[src/hdl/psl_pkg.sv]
// Shared types, microcode codes and constants for the speed loop.
// No dependencies; the ROM, sequencer, datapath, top level and bench import this package.
package psl_pkg;

    localparam int STEP_W = 4;

    // datapath operations
    localparam logic [2:0] OP_NOP  = 3'd0;
    localparam logic [2:0] OP_LOAD = 3'd1;
    localparam logic [2:0] OP_ERR  = 3'd2;
    localparam logic [2:0] OP_SUM  = 3'd3;
    localparam logic [2:0] OP_LOOP = 3'd4;
    localparam logic [2:0] OP_RAMP = 3'd5;
    localparam logic [2:0] OP_OFF  = 3'd6;
    localparam logic [2:0] OP_OUT  = 3'd7;

    // multiplier operand selects
    localparam logic [2:0] MUL_NONE = 3'd0;
    localparam logic [2:0] MUL_PE   = 3'd1;   // prop_gain * error
    localparam logic [2:0] MUL_IS   = 3'd2;   // integ_gain * error sum
    localparam logic [2:0] MUL_DD   = 3'd3;   // deriv_gain * error delta
    localparam logic [2:0] MUL_SP   = 3'd4;   // speed * period
    localparam logic [2:0] MUL_RC   = 3'd5;   // product * reciprocal of 100

    // accumulator control
    localparam logic [1:0] ACC_HOLD = 2'd0;
    localparam logic [1:0] ACC_LOAD = 2'd1;
    localparam logic [1:0] ACC_ADD  = 2'd2;

    // sequencing conditions
    localparam logic [2:0] SEQ_NEXT     = 3'd0;
    localparam logic [2:0] SEQ_GOTO     = 3'd1;
    localparam logic [2:0] SEQ_WAIT_IN  = 3'd2;
    localparam logic [2:0] SEQ_IF_OFF   = 3'd3;
    localparam logic [2:0] SEQ_WAIT_OUT = 3'd4;

    // program addresses that are jump targets
    localparam logic [STEP_W-1:0] STEP_IDLE = 4'd0;
    localparam logic [STEP_W-1:0] STEP_DUTY = 4'd8;
    localparam logic [STEP_W-1:0] STEP_OFF  = 4'd11;

    // configuration register indexes
    localparam logic [2:0] REG_PROP_GAIN  = 3'd0;
    localparam logic [2:0] REG_INTEG_GAIN = 3'd1;
    localparam logic [2:0] REG_DERIV_GAIN = 3'd2;
    localparam logic [2:0] REG_INTEG_LIM  = 3'd3;
    localparam logic [2:0] REG_PWM_TOP    = 3'd4;

    localparam logic [6:0]  SPEED_MAX = 7'd100;
    // floor(x / 5) = (x * 205) >> 10 for x up to 100
    localparam logic [14:0] DIV5_MUL  = 15'd205;
    // floor(p / 100) = (p * ceil(2^30 / 100)) >> 30 for p below 2^23
    localparam logic [23:0] RECIP_100 = 24'd10737419;

    typedef struct packed {
        logic [2:0]        op;
        logic [2:0]        mul;
        logic [1:0]        acc;
        logic [2:0]        seq;
        logic [STEP_W-1:0] target;
    } t_ctl;

    typedef struct packed {
        logic drive_en;
        logic out_free;
    } t_stat;

endpackage

[src/hdl/psl_ucode_rom.sv]
// Control store of the speed loop: one control word per program step.
// Depends on psl_pkg for the control word type and codes.
module psl_ucode_rom (
    input  logic [psl_pkg::STEP_W-1:0] i_step,
    output psl_pkg::t_ctl              o_ctl
);
    import psl_pkg::*;

    always_comb begin
        unique case (i_step)
            4'd0:    o_ctl = '{OP_LOAD, MUL_NONE, ACC_HOLD, SEQ_WAIT_IN,  STEP_IDLE};
            4'd1:    o_ctl = '{OP_ERR,  MUL_NONE, ACC_HOLD, SEQ_IF_OFF,   STEP_OFF};
            4'd2:    o_ctl = '{OP_SUM,  MUL_PE,   ACC_HOLD, SEQ_NEXT,     STEP_IDLE};
            4'd3:    o_ctl = '{OP_NOP,  MUL_IS,   ACC_LOAD, SEQ_NEXT,     STEP_IDLE};
            4'd4:    o_ctl = '{OP_NOP,  MUL_DD,   ACC_ADD,  SEQ_NEXT,     STEP_IDLE};
            4'd5:    o_ctl = '{OP_NOP,  MUL_NONE, ACC_ADD,  SEQ_NEXT,     STEP_IDLE};
            4'd6:    o_ctl = '{OP_LOOP, MUL_NONE, ACC_HOLD, SEQ_NEXT,     STEP_IDLE};
            4'd7:    o_ctl = '{OP_RAMP, MUL_NONE, ACC_HOLD, SEQ_NEXT,     STEP_IDLE};
            4'd8:    o_ctl = '{OP_NOP,  MUL_SP,   ACC_HOLD, SEQ_NEXT,     STEP_IDLE};
            4'd9:    o_ctl = '{OP_NOP,  MUL_RC,   ACC_HOLD, SEQ_NEXT,     STEP_IDLE};
            4'd10:   o_ctl = '{OP_OUT,  MUL_NONE, ACC_HOLD, SEQ_WAIT_OUT, STEP_IDLE};
            4'd11:   o_ctl = '{OP_OFF,  MUL_NONE, ACC_HOLD, SEQ_GOTO,     STEP_DUTY};
            default: o_ctl = '{OP_NOP,  MUL_NONE, ACC_HOLD, SEQ_GOTO,     STEP_IDLE};
        endcase
    end

endmodule

[src/hdl/psl_sequencer.sv]
// Step counter of the speed loop: advances, waits or jumps per control word.
// Depends on psl_pkg for the control word, status struct and codes.
module psl_sequencer (
    input  logic                       i_clk,
    input  logic                       i_rst_n,
    input  logic                       i_valid,
    input  psl_pkg::t_ctl              i_ctl,
    input  psl_pkg::t_stat             i_stat,
    output logic [psl_pkg::STEP_W-1:0] o_step,
    output logic                       o_ready,
    output logic                       o_exec
);
    import psl_pkg::*;

    logic [STEP_W-1:0] r_step;
    logic [STEP_W-1:0] n_step;
    logic [STEP_W-1:0] w_inc;

    assign w_inc   = r_step + 1'b1;
    assign o_step  = r_step;
    assign o_ready = (r_step == STEP_IDLE);

    always_comb begin
        o_exec = 1'b1;
        n_step = w_inc;
        unique case (i_ctl.seq)
            SEQ_NEXT: n_step = w_inc;
            SEQ_GOTO: n_step = i_ctl.target;
            SEQ_WAIT_IN: begin
                o_exec = i_valid;
                n_step = i_valid ? w_inc : r_step;
            end
            SEQ_IF_OFF: n_step = i_stat.drive_en ? w_inc : i_ctl.target;
            SEQ_WAIT_OUT: begin
                o_exec = i_stat.out_free;
                n_step = i_stat.out_free ? i_ctl.target : r_step;
            end
            default: n_step = STEP_IDLE;
        endcase
    end

    always_ff @(posedge i_clk) begin
        if (!i_rst_n) begin
            r_step <= STEP_IDLE;
        end else begin
            r_step <= n_step;
        end
    end

endmodule

[src/hdl/psl_datapath.sv]
// Datapath of the speed loop: config registers, loop state, shared multiplier,
// accumulator and output register. Depends on psl_pkg for codes and constants.
module psl_datapath (
    input  logic                 i_clk,
    input  logic                 i_rst_n,
    input  psl_pkg::t_ctl        i_ctl,
    input  logic                 i_exec,
    input  logic                 i_cfg_valid,
    input  logic [2:0]           i_cfg_index,
    input  logic [15:0]          i_cfg_data,
    input  logic [6:0]           i_speed_setpoint,
    input  logic                 i_drive_enable,
    input  logic                 i_ready,
    output psl_pkg::t_stat       o_stat,
    output logic                 o_valid,
    output logic [6:0]           o_speed_level,
    output logic [15:0]          o_duty_count,
    output logic signed [7:0]    o_speed_error,
    output logic [6:0]           o_loop_output
);
    import psl_pkg::*;

    // configuration
    logic signed [15:0] r_prop;
    logic signed [15:0] r_integ;
    logic signed [15:0] r_deriv_gain;
    logic [14:0]        r_limit;
    logic [15:0]        r_period;

    // loop state
    logic [6:0]         r_speed;
    logic signed [15:0] r_esum;
    logic signed [7:0]  r_perr;

    // working registers
    logic [6:0]         r_sp;
    logic               r_en;
    logic signed [7:0]  r_err;
    logic signed [8:0]  r_delta;
    logic signed [49:0] r_prod;
    logic signed [31:0] r_acc;
    logic [6:0]         r_loop;

    // output register
    logic               r_ov;
    logic [6:0]         r_o_speed;
    logic [15:0]        r_o_duty;
    logic signed [7:0]  r_o_err;
    logic [6:0]         r_o_loop;

    logic signed [24:0] w_ma;
    logic signed [24:0] w_mb;
    logic signed [49:0] w_prod;
    logic signed [16:0] w_sum;
    logic signed [16:0] w_lim;
    logic signed [16:0] w_sum_c;
    logic [23:0]        w_whole;
    logic [6:0]         w_loop;
    logic signed [7:0]  w_diff;
    logic [6:0]         w_mag;
    logic [14:0]        w_q15;
    logic [6:0]         w_step;
    logic               w_out_free;

    assign w_out_free = !r_ov || i_ready;
    assign o_stat     = '{drive_en: r_en, out_free: w_out_free};

    always_comb begin
        w_ma = '0;
        w_mb = '0;
        case (i_ctl.mul)
            MUL_PE: begin
                w_ma = {{9{r_prop[15]}}, r_prop};
                w_mb = {{17{r_err[7]}}, r_err};
            end
            MUL_IS: begin
                w_ma = {{9{r_integ[15]}}, r_integ};
                w_mb = {{9{r_esum[15]}}, r_esum};
            end
            MUL_DD: begin
                w_ma = {{9{r_deriv_gain[15]}}, r_deriv_gain};
                w_mb = {{16{r_delta[8]}}, r_delta};
            end
            MUL_SP: begin
                w_ma = {18'd0, r_speed};
                w_mb = {9'd0, r_period};
            end
            MUL_RC: begin
                w_ma = {2'd0, r_prod[22:0]};
                w_mb = {1'b0, RECIP_100};
            end
            default: begin
                w_ma = '0;
                w_mb = '0;
            end
        endcase
    end

    assign w_prod = w_ma * w_mb;

    // error sum, clamped to plus or minus the limit
    assign w_sum = {r_esum[15], r_esum} + {{9{r_err[7]}}, r_err};
    assign w_lim = {2'b00, r_limit};
    always_comb begin
        if (w_sum > w_lim) begin
            w_sum_c = w_lim;
        end else if (w_sum < -w_lim) begin
            w_sum_c = -w_lim;
        end else begin
            w_sum_c = w_sum;
        end
    end

    // a negative sum truncates to zero or below, so it clamps to zero
    assign w_whole = r_acc[31:8];
    assign w_loop  = r_acc[31] ? 7'd0 :
                     (w_whole > {17'd0, SPEED_MAX}) ? SPEED_MAX : w_whole[6:0];

    // ramp: move a fifth of the gap, truncated toward zero
    assign w_diff = $signed({1'b0, r_loop}) - $signed({1'b0, r_speed});
    assign w_mag  = w_diff[7] ? 7'(-w_diff) : w_diff[6:0];
    assign w_q15  = {8'd0, w_mag} * DIV5_MUL;
    assign w_step = {2'd0, w_q15[14:10]};

    always_ff @(posedge i_clk) begin
        if (!i_rst_n) begin
            r_prop       <= 16'sd256;
            r_integ      <= '0;
            r_deriv_gain <= '0;
            r_limit      <= 15'd1000;
            r_period     <= '0;
            r_speed      <= '0;
            r_esum       <= '0;
            r_perr       <= '0;
            r_en         <= 1'b0;
            r_ov         <= 1'b0;
        end else begin
            if (i_cfg_valid) begin
                case (i_cfg_index)
                    REG_PROP_GAIN:  r_prop       <= i_cfg_data;
                    REG_INTEG_GAIN: r_integ      <= i_cfg_data;
                    REG_DERIV_GAIN: r_deriv_gain <= i_cfg_data;
                    REG_INTEG_LIM:  r_limit      <= i_cfg_data[14:0];
                    REG_PWM_TOP:    r_period     <= i_cfg_data;
                    default: ;
                endcase
            end

            if (r_ov && i_ready) begin
                r_ov <= 1'b0;
            end

            if (i_exec) begin
                case (i_ctl.op)
                    OP_LOAD: begin
                        r_sp <= (i_speed_setpoint > SPEED_MAX) ? SPEED_MAX
                                                               : i_speed_setpoint;
                        r_en <= i_drive_enable;
                    end
                    OP_ERR: r_err <= $signed({1'b0, r_sp}) - $signed({1'b0, r_speed});
                    OP_SUM: begin
                        r_esum  <= w_sum_c[15:0];
                        r_delta <= {r_err[7], r_err} - {r_perr[7], r_perr};
                        r_perr  <= r_err;
                    end
                    OP_LOOP: r_loop <= w_loop;
                    OP_RAMP: r_speed <= w_diff[7] ? (r_speed - w_step) : (r_speed + w_step);
                    OP_OFF: begin
                        r_speed <= '0;
                        r_err   <= '0;
                        r_loop  <= '0;
                    end
                    OP_OUT: begin
                        r_ov      <= 1'b1;
                        r_o_speed <= r_speed;
                        r_o_duty  <= r_prod[45:30];
                        r_o_err   <= r_err;
                        r_o_loop  <= r_loop;
                    end
                    default: ;
                endcase
            end
        end
    end

    // payload registers, no reset
    always_ff @(posedge i_clk) begin
        if (i_exec && (i_ctl.mul != MUL_NONE)) begin
            r_prod <= w_prod;
        end
        if (i_exec) begin
            case (i_ctl.acc)
                ACC_LOAD: r_acc <= r_prod[31:0];
                ACC_ADD:  r_acc <= r_acc + r_prod[31:0];
                default:  ;
            endcase
        end
    end

    assign o_valid       = r_ov;
    assign o_speed_level = r_o_speed;
    assign o_duty_count  = r_o_duty;
    assign o_speed_error = r_o_err;
    assign o_loop_output = r_o_loop;

endmodule

[src/hdl/pid_speed_loop_with_ramp.sv]
// Speed PID loop with integral clamp and ramp limiter, microcoded.
// One word in flight: a new input word is accepted only after the previous one has
// run the program, which shares one multiplier and accumulator, and its result has
// entered the output register; a disabled word takes a shorter path through the program.
// Reset (synchronous, active low): gains, limit and period take their defaults,
// speed, error sum and previous error clear, the sequencer returns to idle.
module pid_speed_loop_with_ramp (
    input  logic              i_clk,
    input  logic              i_rst_n,
    // configuration write channel
    input  logic              i_cfg_valid,
    output logic              o_cfg_ready,
    input  logic [2:0]        i_cfg_index,
    input  logic [15:0]       i_cfg_data,
    // input word channel
    input  logic              i_valid,
    output logic              o_ready,
    input  logic [6:0]        i_speed_setpoint,
    input  logic              i_drive_enable,
    // result word channel
    output logic              o_valid,
    input  logic              i_ready,
    output logic [6:0]        o_speed_level,
    output logic [15:0]       o_duty_count,
    output logic signed [7:0] o_speed_error,
    output logic [6:0]        o_loop_output
);
    import psl_pkg::*;

    // The program steps through: latch the word, form the error (branch to the
    // disable path when the drive is off), update the clamped error sum and
    // delta, run the three gain products through the shared multiplier into the
    // accumulator, clamp the loop output, ramp the speed, then form the duty
    // count as speed * period scaled by a reciprocal of 100, and hold the
    // result in the output register until the sink takes it.

    logic [STEP_W-1:0] w_step;
    t_ctl              w_ctl;
    t_stat             w_stat;
    logic              w_exec;

    // registers are always writable; the user must write only while idle, the block does not enforce it
    assign o_cfg_ready = 1'b1;

    psl_ucode_rom u_rom (
        .i_step (w_step),
        .o_ctl  (w_ctl)
    );

    psl_sequencer u_seq (
        .i_clk   (i_clk),
        .i_rst_n (i_rst_n),
        .i_valid (i_valid),
        .i_ctl   (w_ctl),
        .i_stat  (w_stat),
        .o_step  (w_step),
        .o_ready (o_ready),
        .o_exec  (w_exec)
    );

    psl_datapath u_dp (
        .i_clk            (i_clk),
        .i_rst_n          (i_rst_n),
        .i_ctl            (w_ctl),
        .i_exec           (w_exec),
        .i_cfg_valid      (i_cfg_valid),
        .i_cfg_index      (i_cfg_index),
        .i_cfg_data       (i_cfg_data),
        .i_speed_setpoint (i_speed_setpoint),
        .i_drive_enable   (i_drive_enable),
        .i_ready          (i_ready),
        .o_stat           (w_stat),
        .o_valid          (o_valid),
        .o_speed_level    (o_speed_level),
        .o_duty_count     (o_duty_count),
        .o_speed_error    (o_speed_error),
        .o_loop_output    (o_loop_output)
    );

endmodule

[config.mk]
export PLATFORM = sky130hd
export DESIGN_NAME = pid_speed_loop_with_ramp
export DESIGN_NICKNAME = d
export VERILOG_FILES = /design/src/hdl/psl_pkg.sv /design/src/hdl/psl_ucode_rom.sv /design/src/hdl/psl_sequencer.sv /design/src/hdl/psl_datapath.sv /design/src/hdl/pid_speed_loop_with_ramp.sv
export SDC_FILE = /design/constraint.sdc
export NUM_CORES = 2
export LEC_CHECK = 0
export ABC_AREA = 1
export BUFFER_PORTS_ARGS = -buffer_cell sky130_fd_sc_hd__buf_4
export CELL_PAD_IN_SITES_DETAIL_PLACEMENT = 1
export CELL_PAD_IN_SITES_GLOBAL_PLACEMENT = 2
export CORE_UTILIZATION = 44
export DETAILED_ROUTE_END_ITERATION = 7
export PLACE_DENSITY = 0.88
export SKIP_LAST_GASP = 1
export SLEW_MARGIN = 25
export SYNTH_ARGS = -nofsm -noshare
export SYNTH_HDL_FRONTEND = slang
export SYNTH_SLANG_ARGS = --single-unit
[constraint.sdc]
create_clock -name i_clk -period 14.4 [get_ports i_clk]
set_input_delay 0.72 -clock i_clk [delete_from_list [all_inputs] [get_ports i_clk]]
set_output_delay 0.72 -clock i_clk [all_outputs]
set_load 0.02 [all_outputs]
==> flow_summary.toml <==
[clock_tree]
postCtsHoldBufs = 0
numCtsBuffers = 36
cts.clk_slew.worst_paths_ns = 0.06
clock_tree.root_cell = "clkbuf_16"
post_cts_buffers = 0
cts_sinks = 276
cts_tree = "built"
cts_buffer_depth = 3
clock_latency_ns = 0.56
cts_resized = 0
cts_htree_levels = 2

[floorplan]
io-pin-count = 73
start_util = 0.4473
dieWidth_um = 291.8
rows = 105
core_um2 = 82640
die_h_um = 291.8
die_area_um2 = 85160

[logic_synthesis]
synth_flop_cell = "edfxtp_1"
syn_avg_cell_area_um2 = 8.575
synth_cell_types = 69
synth_cells = 4310
async_flop_share = 0
synthesis.area_um2 = 36960
seq_area_frac_synth = 0.1893
ys_seq_elements = 276
syn-num-nets = 5241
ys_warn_count = 0
synth_edf_count = 147

[final_layout]
design_area_um2 = 39870
final_nets = 5284
layout-drive-gt1-share = 0.05685
final_core_util = 0.4825
layout_common_cells = "1,005 x inv_1, 611 x fa_1, 577 x nand2_1"
final_cells = 5451
final_common_cell = "inv_1"
syn_to_final_growth_pct = 7.871

[outcome]
status = "finished clean"

[detailed_routing]
dr_wl_met2_um = 56960
drc = 0
route.vias.total = 29083
avgViaCountPerCell = 5.335
wl_um = 121500
maxUsedRoutingLayer = "met5"
dr.pass1.iters = 5
drt_iter0_markers = 1669
wl_per_cell_um = 22.29
ant_nets = 0
wl_met3_um = 8669
wl_met1_um = 51480

[sta]
setup_viol = 0
slew_violations = 0
max_freq_mhz = 97.11
post-route-min-period_ns = 10.30
fin_setup_tns_ns = 0
finalCritPeriodShare = 0.7151
tightest_slew_ns = 1.042
relSlewSlack = 0.3051
rsz0062_at_grt = "no"
finClkSkew_ns = 0.03702
hold_violations = 0
layout_setup_ws_ns = 4.102

[job]
cap_viol_max_count = 0

[placed_design]
dpl.hpwl_um = 101200
gp_congestion = 0.9840
dpl_cell_area_um2 = 38640
dp_cells = 5385
place_ws_ns = 4.428
numPortBuffers = 71

[global_route]
grt_pass1_vias = 32336
overflow = 0
grt_start_max_net_pins = 71
grt_pass1_wl_um = 189700
grtUsageTotal = 0.2941
antenna_found_initial = 5

[min_path]
worst_hold_path_type = "in -> reg"
whs_path_depth = 1
hp-start = "i_speed_setpoint[5]"
min_to = "u_dp.r_sp[5]$_SDFFCE_PN1P_"

[critical_path]
reg2reg_depth = 31
crit_slowest_cell = "o2111ai_1"
slowest_delay_ns = 0.88
crit_type = "reg -> reg"
required_ns = 14.71
critPathLaunchType = "flip-flop"
critical_path_arrival_ns = 10.61
crit_path_end_kind = "flip-flop"
regToRegSetupSlack_ns = 4.10
r2r-start = "u_rom.o_ctl[9]$_DFF_P_"
reg2reg_to = "u_dp.r_prod[45]$_DFFE_PP_"
cp_max_fo = 29

[power_and_ir_drop]
ir_drop_uv = 87.99
p_leak_nw = 20.08
cellPowerDensity_nw_per_um2 = 107.0
[layout make-up]
class,instances,area (um^2)
clock inverter,21,244.0
fill,9821,42770
sequential,276,6997
multi-input combinational,2906,25650
inverter,1024,3851
timing repair buffer,109,818.3
antenna,1,2.502
tap,1070,1339
clock buffer,44,962.2
[logic make-up (layout without fill, tap and decap cells)]
group / Yosys count / count (layout) / share of synthesized area
flops: 276 / 276 / 0.1893
simple gates: 1335 / 1335 / 0.1488
compound gates: 555 / 555 / 0.08660
xor+xnor: 116 / 116 / 0.02769
other cells: 1 / 2 / 0.0001015
buf+inv: 1128 / 1198 / 0.1189
fa+ha+maj: 899 / 899 / 0.4287
[worst max-delay path by stage]
stage	startpoint	end	slack [ns]	cells past startpoint
floorplan	u_rom.o_ctl[9]$_DFF_P_	u_dp.r_prod[45]$_DFFE_PP_	6.92	31
global placement	u_rom.o_ctl[9]$_DFF_P_	u_dp.r_prod[45]$_DFFE_PP_	4.61	31
detailed placement	u_rom.o_ctl[9]$_DFF_P_	u_dp.r_prod[45]$_DFFE_PP_	4.43	31
CTS	u_rom.o_ctl[9]$_DFF_P_	u_dp.r_prod[45]$_DFFE_PP_	4.35	31
global route	u_rom.o_ctl[9]$_DFF_P_	u_dp.r_prod[45]$_DFFE_PP_	3.88	31
finish	u_rom.o_ctl[9]$_DFF_P_	u_dp.r_prod[45]$_DFFE_PP_	4.10	31
[per-stage QoR]
step	hold slack, ns	total power, mW
2_1_floorplan	0.4003	2.646
4_1_cts	0.3271	4.284
6_report	0.3610	4.264
3_5_place_dp	0.4111	3.314
3_3_place_gp	0.4104	3.252
5_1_grt	0.3370	4.593
[sequential cells by signal (all words and copies together), names as in the netlist, 9 cells and up]
signal / count
u_dp.r_integ: 16
u_dp.r_esum: 16
u_dp.o_duty_count: 16
u_dp.r_acc: 32
u_dp.r_prop: 16
u_dp.r_deriv_gain: 16
u_rom.o_ctl: 13
u_dp.r_period: 16
u_dp.r_delta: 9
u_dp.r_prod: 46
u_dp.r_limit: 15
[per-layer routing]
| layer | up-vias | track usage |
|---|---|---|
| li1 | 13294 | - |
| met1 | 14830 | 0.3781 |
| met2 | 769 | 0.4839 |
| met3 | 188 | 0.07147 |
| met4 | 2 | 0.09974 |
| met5 | - | 0 |
[critical path, delay by kind of cell, from the launching register on]
family | cells | cell delay, ns
adder cells (fa/ha/maj) | 8 | 3.55
AND/OR/NAND/NOR | 12 | 2.71
buffers and inverters | 9 | 1.84
AO/OA/AOI/OAI | 2 | 1.51
flip-flops | 1 | 0.38
[synth_stat cells, types with 7 or more instances]
cell	count	area, um^2
a221oi_1	9	78.83
o211ai_2	7	87.58
o21ai_1	12	60.06
clkbuf_1	53	198.9
fa_1	612	12250
nor3_1	29	145.1
a21o_1	10	75.07
edfxtp_1	147	4414
inv_2	9	33.78
or2_2	13	81.33
a31oi_1	17	106.4
buf_2	37	185.2
dfxtp_1	129	2582
nor4_1	11	68.82
a21oi_1	192	960.9
inv_1	1005	3772
a22oi_1	8	60.06
nor2_1	552	2072
nand4_1	24	150.1
o21a_1	12	90.09
nand2_1	577	2166
ha_1	287	3591
o21ai_0	219	1096
xnor2_1	37	324.1
o211ai_1	11	82.58
clkinv_1	7	26.28
xor2_1	78	683.2
nand3_1	87	435.4
o21bai_1	11	82.58
[report_power, final]
| group | internal [mW] | switching, mW |
|---|---|---|
| combinational | 0.712 | 1.48 |
| sequential | 1.01 | 0.124 |
| clock | 0.555 | 0.380 |
Note: power is estimated with default switching activity, not from simulation.
